## src/rtl/cidf_pkg.sv

```systemverilog
// ----------------------------------------------------------------------------
// CAN ID filter package
// Shared widths, opcodes, status codes and sequencer states.
// ----------------------------------------------------------------------------
`default_nettype none

package cidf_pkg;

  // Field widths
  localparam int unsigned OP_W     = 3;
  localparam int unsigned ID_W     = 29;
  localparam int unsigned STATUS_W = 2;

  // Default depth of each ID list
  localparam int unsigned LIST_DEPTH = 16;

  // Request opcodes
  typedef enum logic [OP_W-1:0] {
    OP_CHECK       = 3'd0,
    OP_ADD_ALLOW   = 3'd1,
    OP_ADD_BLOCK   = 3'd2,
    OP_CLEAR_ALLOW = 3'd3,
    OP_CLEAR_BLOCK = 3'd4
  } opcode_e;

  // Response status codes
  typedef enum logic [STATUS_W-1:0] {
    STAT_DONE    = 2'd0,
    STAT_PRESENT = 2'd1,
    STAT_FULL    = 2'd2
  } status_e;

  // Sequencer states
  typedef enum logic {
    ST_IDLE = 1'b0,
    ST_SCAN = 1'b1
  } state_e;

endpackage

`default_nettype wire

```

## src/rtl/cidf_if.sv

```systemverilog
// ----------------------------------------------------------------------------
// CAN ID filter channels
// Request channel (opcode, CAN ID) and response channel (allowed, status).
// ----------------------------------------------------------------------------
`default_nettype none

interface cidf_req_if import cidf_pkg::*; ();
  logic            valid;
  logic            ready;
  logic [OP_W-1:0] opcode;
  logic [ID_W-1:0] can_id;

  modport source (output valid, output opcode, output can_id, input ready);
  modport sink   (input valid, input opcode, input can_id, output ready);
endinterface

interface cidf_rsp_if import cidf_pkg::*; ();
  logic                valid;
  logic                ready;
  logic                allowed;
  logic [STATUS_W-1:0] status;

  modport source (output valid, output allowed, output status, input ready);
  modport sink   (input valid, input allowed, input status, output ready);
endinterface

`default_nettype wire

```

## src/rtl/cidf_ram.sv

```systemverilog
// ----------------------------------------------------------------------------
// Generic RAM
// One write port, one read port, read data registered on read enable.
// ----------------------------------------------------------------------------
`default_nettype none

module cidf_ram #(
  parameter int unsigned Width = 8,
  parameter int unsigned Depth = 16,
  localparam int unsigned AddrW = (Depth > 1) ? $clog2(Depth) : 1
) (
  input  wire logic             clk_i,
  input  wire logic             we_i,
  input  wire logic [AddrW-1:0] waddr_i,
  input  wire logic [Width-1:0] wdata_i,
  input  wire logic             re_i,
  input  wire logic [AddrW-1:0] raddr_i,
  output logic      [Width-1:0] rdata_o
);

  logic [Width-1:0] mem_q [Depth];

  // Write port
  always_ff @(posedge clk_i) begin
    if (we_i) begin
      mem_q[waddr_i] <= wdata_i;
    end
  end

  // Registered read port
  always_ff @(posedge clk_i) begin
    if (re_i) begin
      rdata_o <= mem_q[raddr_i];
    end
  end

endmodule

`default_nettype wire

```

## src/rtl/can_id_list_filter_top.sv

```systemverilog
// Operation: a check or add scans its list one entry per cycle from the shared
//   RAM's single read port, early exit on a hit; a clear or unused opcode skips
//   the scan. The response is registered and shows the cycle after the item
//   finishes, which waits while a previous response is still held.
// Flow: one request at a time; a new one is taken only in idle.
// Reset: both list counts and allow_all clear to zero; list RAM is not cleared.
// ----------------------------------------------------------------------------
// CAN ID acceptance filter
// Allow list and block list held in one RAM, searched by a linear scan.
// ----------------------------------------------------------------------------
`default_nettype none

module can_id_list_filter_top import cidf_pkg::*; #(
  parameter int unsigned ListDepth = LIST_DEPTH
) (
  input  wire logic   clk_i,
  input  wire logic   rst_ni,
  cidf_req_if.sink    req,
  cidf_rsp_if.source  rsp,
  input  wire logic   cfg_we_i,
  input  wire logic   cfg_wdata_i
);

  localparam int unsigned CntW  = $clog2(ListDepth + 1);
  localparam int unsigned AddrW = ((2 * ListDepth) > 1) ? $clog2(2 * ListDepth) : 1;

  state_e               state_q, state_d;
  opcode_e              op_q;
  logic [ID_W-1:0]      id_q;
  logic                 sel_q;      // 0 allow list, 1 block list
  logic [CntW-1:0]      idx_q;
  logic                 pend_q;     // read data valid for compare
  logic [CntW-1:0]      allow_cnt_q, block_cnt_q;
  logic                 allow_all_q;
  logic                 out_valid_q;
  logic                 allowed_q;
  status_e              status_q;

  logic                 accept;
  logic [CntW-1:0]      cnt;
  logic [ID_W-1:0]      rd_data;
  logic                 hit;
  logic                 scan_op;
  logic                 scan_end;
  logic                 out_free;
  logic                 finish;
  logic                 issue;
  logic                 full;
  logic                 do_write;
  logic [AddrW-1:0]     base;
  logic [AddrW-1:0]     rd_addr;
  logic [AddrW-1:0]     wr_addr;
  logic                 allowed_d;
  status_e              status_d;

  // Config register
  always_ff @(posedge clk_i or negedge rst_ni) begin
    if (!rst_ni) begin
      allow_all_q <= 1'b0;
    end else if (cfg_we_i) begin
      allow_all_q <= cfg_wdata_i;
    end
  end

  // Shared scan terms
  assign accept   = req.valid && req.ready;
  assign cnt      = sel_q ? block_cnt_q : allow_cnt_q;
  assign hit      = pend_q && (rd_data == id_q);
  assign scan_op  = (op_q == OP_CHECK) || (op_q == OP_ADD_ALLOW) || (op_q == OP_ADD_BLOCK);
  assign scan_end = hit || (idx_q == cnt);
  assign out_free = !out_valid_q || rsp.ready;
  assign full     = (cnt == CntW'(ListDepth));
  assign base     = sel_q ? AddrW'(ListDepth) : '0;
  assign rd_addr  = base + AddrW'(idx_q);
  assign wr_addr  = base + AddrW'(cnt);

  // Next state
  always_comb begin
    state_d = state_q;
    unique case (state_q)
      ST_IDLE: begin
        if (accept) state_d = ST_SCAN;
      end
      ST_SCAN: begin
        if (finish) state_d = ST_IDLE;
      end
      default: state_d = ST_IDLE;
    endcase
  end

  // Sequencer outputs
  always_comb begin
    req.ready = 1'b0;
    finish    = 1'b0;
    issue     = 1'b0;
    unique case (state_q)
      ST_IDLE: req.ready = 1'b1;
      ST_SCAN: begin
        finish = out_free && (!scan_op || scan_end);
        issue  = scan_op && !scan_end;
      end
      default: ;
    endcase
  end

  // Result of the finished item
  always_comb begin
    allowed_d = 1'b0;
    status_d  = STAT_DONE;
    do_write  = 1'b0;
    unique case (op_q)
      OP_CHECK: allowed_d = allow_all_q ? !hit : hit;
      OP_ADD_ALLOW, OP_ADD_BLOCK: begin
        if (hit) begin
          status_d = STAT_PRESENT;
        end else if (full) begin
          status_d = STAT_FULL;
        end else begin
          do_write = finish;
        end
      end
      default: ;
    endcase
  end

  always_ff @(posedge clk_i or negedge rst_ni) begin
    if (!rst_ni) begin
      state_q <= ST_IDLE;
    end else begin
      state_q <= state_d;
    end
  end

  // Scan index and compare pipeline
  always_ff @(posedge clk_i or negedge rst_ni) begin
    if (!rst_ni) begin
      idx_q  <= '0;
      pend_q <= 1'b0;
    end else if (accept) begin
      idx_q  <= '0;
      pend_q <= 1'b0;
    end else if (issue) begin
      idx_q  <= idx_q + CntW'(1);
      pend_q <= 1'b1;
    end
  end

  // Request capture and list select
  always_ff @(posedge clk_i) begin
    if (accept) begin
      op_q <= opcode_e'(req.opcode);
      id_q <= req.can_id;
      unique case (opcode_e'(req.opcode))
        OP_CHECK:     sel_q <= allow_all_q;
        OP_ADD_BLOCK: sel_q <= 1'b1;
        default:      sel_q <= 1'b0;
      endcase
    end
  end

  // List counts
  always_ff @(posedge clk_i or negedge rst_ni) begin
    if (!rst_ni) begin
      allow_cnt_q <= '0;
      block_cnt_q <= '0;
    end else if (finish) begin
      if (do_write && !sel_q) allow_cnt_q <= allow_cnt_q + CntW'(1);
      if (do_write && sel_q)  block_cnt_q <= block_cnt_q + CntW'(1);
      if (op_q == OP_CLEAR_ALLOW) allow_cnt_q <= '0;
      if (op_q == OP_CLEAR_BLOCK) block_cnt_q <= '0;
    end
  end

  // Response register
  always_ff @(posedge clk_i or negedge rst_ni) begin
    if (!rst_ni) begin
      out_valid_q <= 1'b0;
    end else if (finish) begin
      out_valid_q <= 1'b1;
    end else if (rsp.ready) begin
      out_valid_q <= 1'b0;
    end
  end

  always_ff @(posedge clk_i) begin
    if (finish) begin
      allowed_q <= allowed_d;
      status_q  <= status_d;
    end
  end

  assign rsp.valid   = out_valid_q;
  assign rsp.allowed = allowed_q;
  assign rsp.status  = status_q;

  // Both lists share one RAM: allow list low half, block list high half
  cidf_ram #(
    .Width (ID_W),
    .Depth (2 * ListDepth)
  ) u_list_ram (
    .clk_i   (clk_i),
    .we_i    (do_write),
    .waddr_i (wr_addr),
    .wdata_i (id_q),
    .re_i    (issue),
    .raddr_i (rd_addr),
    .rdata_o (rd_data)
  );

endmodule

`default_nettype wire

```

## src/flat_wrapper.sv

```systemverilog
// flat-port wrapper written by rule: the top's interface ports become plain ports
module can_id_list_filter_top_flat import cidf_pkg::*;
#(
  parameter int unsigned ListDepth = LIST_DEPTH
)
  (clk_i, rst_ni, cfg_we_i, cfg_wdata_i, req_valid, req_opcode, req_can_id, req_ready, rsp_valid, rsp_allowed, rsp_status, rsp_ready);
  cidf_req_if req_i ();
  cidf_rsp_if rsp_i ();
  input  wire logic clk_i;
  input  wire logic rst_ni;
  input  wire logic cfg_we_i;
  input  wire logic cfg_wdata_i;
  input wire logic [$bits(req_i.valid)-1:0] req_valid;
  input wire logic [$bits(req_i.opcode)-1:0] req_opcode;
  input wire logic [$bits(req_i.can_id)-1:0] req_can_id;
  output wire logic [$bits(req_i.ready)-1:0] req_ready;
  output wire logic [$bits(rsp_i.valid)-1:0] rsp_valid;
  output wire logic [$bits(rsp_i.allowed)-1:0] rsp_allowed;
  output wire logic [$bits(rsp_i.status)-1:0] rsp_status;
  input wire logic [$bits(rsp_i.ready)-1:0] rsp_ready;
  assign req_i.valid = req_valid;
  assign req_i.opcode = req_opcode;
  assign req_i.can_id = req_can_id;
  assign req_ready = req_i.ready;
  assign rsp_valid = rsp_i.valid;
  assign rsp_allowed = rsp_i.allowed;
  assign rsp_status = rsp_i.status;
  assign rsp_i.ready = rsp_ready;
  can_id_list_filter_top #(.ListDepth(ListDepth)) u_core (.clk_i(clk_i), .rst_ni(rst_ni), .req(req_i), .rsp(rsp_i), .cfg_we_i(cfg_we_i), .cfg_wdata_i(cfg_wdata_i));
endmodule
```

## config.mk

```make
export PLATFORM = sky130hd
export DESIGN_NAME = can_id_list_filter_top_flat
export DESIGN_NICKNAME = d
export VERILOG_FILES = /design/src/rtl/cidf_pkg.sv /design/src/rtl/cidf_if.sv /design/src/rtl/cidf_ram.sv /design/src/rtl/can_id_list_filter_top.sv /design/src/flat_wrapper.sv
export SDC_FILE = /design/constraint.sdc
export NUM_CORES = 1
export LEC_CHECK = 0
export BUFFER_PORTS_ARGS = -buffer_cell sky130_fd_sc_hd__buf_2
export CAP_MARGIN = 25
export CORE_MARGIN = 2
export CORE_UTILIZATION = 46
export DETAILED_ROUTE_END_ITERATION = 8
export PLACE_DENSITY = 0.71
export SLEW_MARGIN = 20
export SYNTH_ARGS = -nofsm -noshare
export SYNTH_HDL_FRONTEND = slang
export SYNTH_SLANG_ARGS = --single-unit
```

## constraint.sdc

```tcl
create_clock -name clk_i -period 4.06 [get_ports clk_i]
set_input_delay 0.203 -clock clk_i [delete_from_list [all_inputs] [get_ports clk_i]]
set_output_delay 0.203 -clock clk_i [all_outputs]
set_load 0.1 [all_outputs]
```

# Yosys cells after proc, flatten, opt, wreduce, memory -nomap -nowiden
# Memories as Yosys holds them, arrays and structs flattened. A register that Yosys moved wholly into a read port is not among the register bits.
# Cells that the tools add are included.
# classes
shifts,0
add_sub_neg,5
reduce_logical,26
mul,0
n_lt_le_gt_ge,0
n_mux,27
n_eq_ne,8
div,0
bitwise,2
# ops
op,n
$mux W5,8
$eq A29 B29 Y1,1
$mux W1,16
$add A5 B1 Y5 const B,3
$add A5 B5 Y5,2
$eq A3 B2 Y1 const B,3
$reduce_bool A2 Y1,4
$logic_and A1 B1 Y1,6
$logic_not A3 Y1,2
$eq A5 B5 Y1,1
$eq A5 B5 Y1 const B,1
$logic_not A1 Y1,5
$logic_or A1 B1 Y1,5
$pmux W1 S2,2
$reduce_and A2 Y1,2
$reduce_or A2 Y1,2
$eq A3 B1 Y1 const B,1
$eq A3 B3 Y1 const B,1
$mux W2,1
$not A1 Y1,2
# totals
mem_bits_rw,928
input_bits,38
rom_bits,0
register_bits,55
output_inout_bits,5
latchBits,0
mem_count,1
word_cells,82
# mem_list
name,depth,width,read_ports,rd_clocked_by_memory_dff,write_ports,line,source
u_core.u_list_ram.mem_q,32,29,1,1,1,cidf_ram.sv:21,logic [Width-1:0] mem_q [Depth];

# Longest topological paths before layout
# logic_depth
depth_word,13
depth_mapped,9
mapped_depth_nobuf,7

# By module
# Synthesis repeated with hierarchy kept, for this count alone.
# hier_totals
cells_unflattened,2303
hier_area_um2,40005.9
# by_module_without_submodules
module,area_per_inst_um2,seq_area_each_um2,cells_per_inst,instances
cidf_ram,37160.6,28737.6,2054,1
can_id_list_filter_top,2845.2,1556.5,249,1

# Worst setup path before layout
# OpenSTA, ideal clock, no wires.
# synth_path
path_type,reg-to-reg
from,register u_core.id_q[12]
to,memory u_core.u_list_ram.mem_q[2][0] (netlist name) (enable)
synth_period_minus_slack_ns,3.495
t_required_ns,3.645
arrival_time_ns,3.080
setup_time_ns,0.415
path_stages_with_launch,8
setup_slack_ns,0.565
path_buffers,0
path_cell_list,edfxtp_1 > xnor2_1 > nand4_1 > or4_1 > o21ai_1 > nor3_1 > o21ai_1 > nor2_1
# synth_between
elab_chain_cells,11
# synth_rtl
item,line,source
from (decl),can_id_list_filter_top.sv:29,logic [ID_W-1:0] id_q;
from (signal assigned),can_id_list_filter_top.sv:152,id_q <= req.can_id;
$eq A29 B29 Y1 (*),can_id_list_filter_top.sv:68,assign hit = pend_q && (rd_data == id_q);
$logic_and A1 B1 Y1 (*),can_id_list_filter_top.sv:68,
$logic_or A1 B1 Y1,can_id_list_filter_top.sv:70,assign scan_end = hit || (idx_q == cnt);
$logic_or A1 B1 Y1,can_id_list_filter_top.sv:99,finish = out_free && (!scan_op || scan_end);
$logic_and A1 B1 Y1,can_id_list_filter_top.sv:99,
$mux W1,can_id_list_filter_top.sv:96,unique case (state_q)
$mux W1,can_id_list_filter_top.sv:116,end else if (full) begin
$mux W1 (*),can_id_list_filter_top.sv:114,if (hit) begin
$mux W1 (*),can_id_list_filter_top.sv:111,unique case (op_q)
$mux W1 (*),cidf_ram.sv:25,if (we_i) begin
$mux W1 (implied by the code) (*),cidf_ram.sv:26,mem_q[waddr_i] <= wdata_i;
to (decl),cidf_ram.sv:21,
# Mark *: on every way between the ends. The rest lies on a longest branch, timed or not.

# Worst setup path in the final report
# layout_path
from,register u_core.id_q[0]
to,memory u_core.u_list_ram.mem_q[14][20] (netlist name) (enable)
# The elaborated chain is that of the path after synthesis.

==> flow_summary_export.csv <==
group,metric,value,unit
synth,yosysWarnings,0,
timing,final_max_slew_viol_count,0,
critical_path,worstPathCellList,"buf_4 -> xnor2_1 -> nand4_1 -> or4_1 -> o21ai_1 -> nor3_1 -> buf_4 -> o21ai_1 -> buf_4 -> nor2_4 -> buf_12",
cells_and_area,multi_input_area,8380,sq um
place,dp.cells,2766,
synth,synthMuxAreaShare,18.0,%
global_routing,track_usage,20.9,%
critical_path,max_stage_delay,620,ps
critical_path,worstPathRequired,4420,ps
detailed_routing,wl_per_cell,29.9,um
detailed_routing,final_antenna_net_count,0,
timing,fin_crit_sh,83.2,%
timing,rsz0062_at_grt,"false",
critical_path,critPathKind,"flip-flop to flip-flop",
cells_and_area,instances_no_fill,2981,
synth,netlist.area_leader.share,76.9,%
cts,clk_pin_slew_worst_paths,60,ps
cts,clockRootBuffer,"clkbuf_16",
critical_path,worst_path_most_repeated_cell,"buf_4",
timing,fmax,0.296,GHz
cts,cts_tree,"built",
synth,synth_compound_area_share,0.510,%
cts,cts_buffers,98,
floorplanning,die_area,86600,sq um
synth,synth_top_family_by_area,"multiplexers",
floorplanning,core,83600,sq um
run,cap_violations,0,
cells_and_area,drive_gt1_share,34.2,%
detailed_routing,dr.first_iter.drc_count,2297,
synth,seq_area_frac_synth,78.2,%
critical_path,rr_worst_depth,11,
critical_path,crit_family,"buffers and inverters",
synth,netlist_area,38800,sq um
timing,period_needed,3380,ps
worst_hold_path,hold_path_class,"primary input to asynchronous set/reset pin",
critical_path,path_buf_inv,4,
pwr,leakagePower,13.8,nW
cells_and_area,seqCellArea,30300,sq um
timing,max_slew.worst_pin.slew,950,ps
place,gp_congestion,0.850,
synth,synthAdderAreaFrac,0.0968,%
synth,syn-instance-count,1617,
cts,cts.sinks,1012,
synth,yosysUniqueCellTypes,45,
synth,synthMostInstantiatedCell,"edfxtp_1",
floorplanning,dieWidth,294,um
synth,synth_top_cell_by_area,"edfxtp_1",
place,pre_cts_slack,623,ps
synth,synthSimpleGateAreaFrac,1.48,%
critical_path,slowest_stage,"or4_1",
floorplanning,ios,43,
timing,worst_slack,683,ps
critical_path,endpoint_kind,"flip-flop",
synth,async_flop_share,1.88,%
pwr,power_density,614,nW/um^2
synth,yosys_register_bits,1012,
timing,relSlewSlack,36.7,%
critical_path,worstSetupPathDepth,11,
pwr,p_int,20.0,mW
timing,tns,0,ps
detailed_routing,drt_wl_total,89000,um
pwr,irDropWorstVdd,0.438,mV
detailed_routing,dr.pass1.iters,5,
pwr,p_sw_share,27.3,%
synth,synthXorXnorAreaFrac,0.881,%
synth,synth_edf_count,993,
cells_and_area,n_fill_cell,6120,
global_routing,antenna_found_initial,0,
critical_path,critPathArrivalTime,3730,ps
global_routing,grt_pass1_wl,130000,um
critical_path,startpoint_type,"flip-flop",
timing,final-setup-viol-count,0,
floorplanning,die_h,294,um
timing,hold_viol,0,
pwr,clock_power_share,31.2,%
cells_and_area,antenna_cells,0,
synth,synth_area_per_cell,24.0,sq um
synth,yosys-top-cells-area,"edfxtp_1 77%, mux4_2 17%, dfrtp_1 1.2%",
pwr,switchingPower,7.50,mW
cells_and_area,nets,1868,
synth,synthTopCellsByCount,"993 x edfxtp_1, 290 x mux4_2, 44 x clkbuf_1, 44 x nor2_1",
pwr,seq_power_share,45.6,%
floorplanning,num_rows,106,
synth,synthFlopType,"edfxtp_1",
timing,skew,27.6,ps
synth,syn_nets,1658,
pwr,power,27.5,mW
cts,htree_num_levels,3,
global_routing,grt_overflow,0,
run_status,status,"complete, no violations",
detailed_routing,drcViolationCount,0,
cts,clk_path_buf_depth,3,
global_routing,grt_pass1_vias,18500,
pwr,combPwrFrac,23.2,%
floorplanning,start_util,46.4,%
detailed_routing,via_per_inst,6.08,
global_routing,grt_max_degree,125,
place,numPortBuffers,42,
cells_and_area,area_delta_synth_final,15.6,%
critical_path,crit_fanout,33,
detailed_routing,routed-via-count,18100,
cts,clk_latency,650,ps
place,hpwl,51200,um
[cell usage in the layout, fill, tap and decap left out, types with 4 or more instances in the layout]
cell           Yosys  final
buf_12             0     28
buf_2             20     44
buf_4              0     76
bufinv_16          0      6
clkbuf_1          44     21
clkbuf_16          0     99
clkinv_1           0     18
clkinv_2           0     22
clkinvlp_4         0      4
dfrtp_1           19     15
dfrtp_4            0      4
dlygate4sd3_1      0     37
edfxtp_1         993    993
inv_1              8      7
mux2_2            31     31
mux2i_1            9      9
mux4_2           290    290
nand2_1           31     31
nand3_1            6      6
nand4_1            9      9
nor2_1            44     12
nor2_4             0     32
nor4_1             7      7
o21ai_0            9      9
xnor2_1           20     20
xor2_1            19     18
[sequential cells by signal (all words and copies together), names as in the netlist]
signal / count
u_core.allow_all_q: 1
u_core.allow_cnt_q: 5
u_core.block_cnt_q: 5
u_core.id_q: 29
u_core.idx_q: 5
u_core.op_q: 3
u_core.pend_q: 1
u_core.rsp.allowed: 1
u_core.rsp.status: 2
u_core.rsp.valid: 1
u_core.sel_q: 1
u_core.state_q: 1
u_core.u_list_ram.mem_q: 928
u_core.u_list_ram.rdata_o: 29
[worst reg2reg max path: stages (launching register included)]
cell	delay, ps
edfxtp_1	380
buf_4	260
xnor2_1	480
nand4_1	140
or4_1	620
o21ai_1	220
nor3_1	90
buf_4	180
o21ai_1	80
buf_4	300
nor2_4	90
buf_12	200
[layer usage]
layer / global-route usage, % / wire [um] / vias up
li1: - / - / 7327
met1: 29.0 / 35100 / 9754
met2: 34.4 / 44900 / 919
met3: 3.57 / 6800 / 138
met4: 5.99 / 2230 / 0
met5: 0 / 0 / -
[through the flow]
step / hold slack, ps / cell area (sq um) / utilization, %
after floorplan: -92.6 / 38800 / -
after global placement: 161 / 41400 / 49.5
after detailed placement: 181 / 41400 / 49.5
after CTS: 31.6 / 44800 / 53.6
after global routing: 89.6 / 44800 / 53.6
final: 43.4 / 44800 / 53.6
[worst paths after layout]
path	from	slack [ps]	end
hold / removal	rst_ni	40	u_core.allow_cnt_q[2]$_DFFE_PN0P_
hold reg to reg	u_core.pend_q$_DFFE_PN0P_	540	u_core.pend_q$_DFFE_PN0P_
min in group clk_i	req_can_id[3]	270	u_core.id_q[3]$_DFFE_PP_
max in group asynchronous	rst_ni	3660	u_core.idx_q[0]$_DFFE_PN0P_
setup reg to reg	u_core.id_q[0]$_DFFE_PP_	680	u_core.u_list_ram.mem_q[14][20]$_DFFE_PP_
setup / recovery	u_core.id_q[0]$_DFFE_PP_	680	u_core.u_list_ram.mem_q[14][20]$_DFFE_PP_
[kinds of logic after synthesis]
logic type      after synthesis
xor+xnor                     39
simple gates                120
flops                      1012
mux                         330
buf+inv                      84
compound gates               29
fa+ha+maj                     3
[power by group through the flow]
stage / Clock, mW / Combinational (mW) / Sequential [mW]
2_1_floorplan: 0 / 4.15 / 12.9
3_3_place_gp: 0 / 6.27 / 12.7
3_5_place_dp: 0 / 6.37 / 12.7
4_1_cts: 8.69 / 6.45 / 12.5
5_1_grt: 9.08 / 6.74 / 12.6
6_report: 8.58 / 6.39 / 12.5
[area by class of cell]
| cell class | count | area share, % |
|---|---|---|
| sequential | 1012 | 67.6 |
| timing repair buffer | 186 | 3.90 |
| inverter | 8 | 0.0670 |
| multi-input combinational | 521 | 18.7 |
| clock buffer | 120 | 5.70 |
| clock inverter | 54 | 0.977 |
| tap | 1080 | 3.02 |
[repair_timing]
item,CTS,global route
setup buffers,0,0
resized for setup,0,0
hold endpoints to repair,55,0
hold buffers,37,0
No activity file was read; power rests on OpenSTA's default activity.
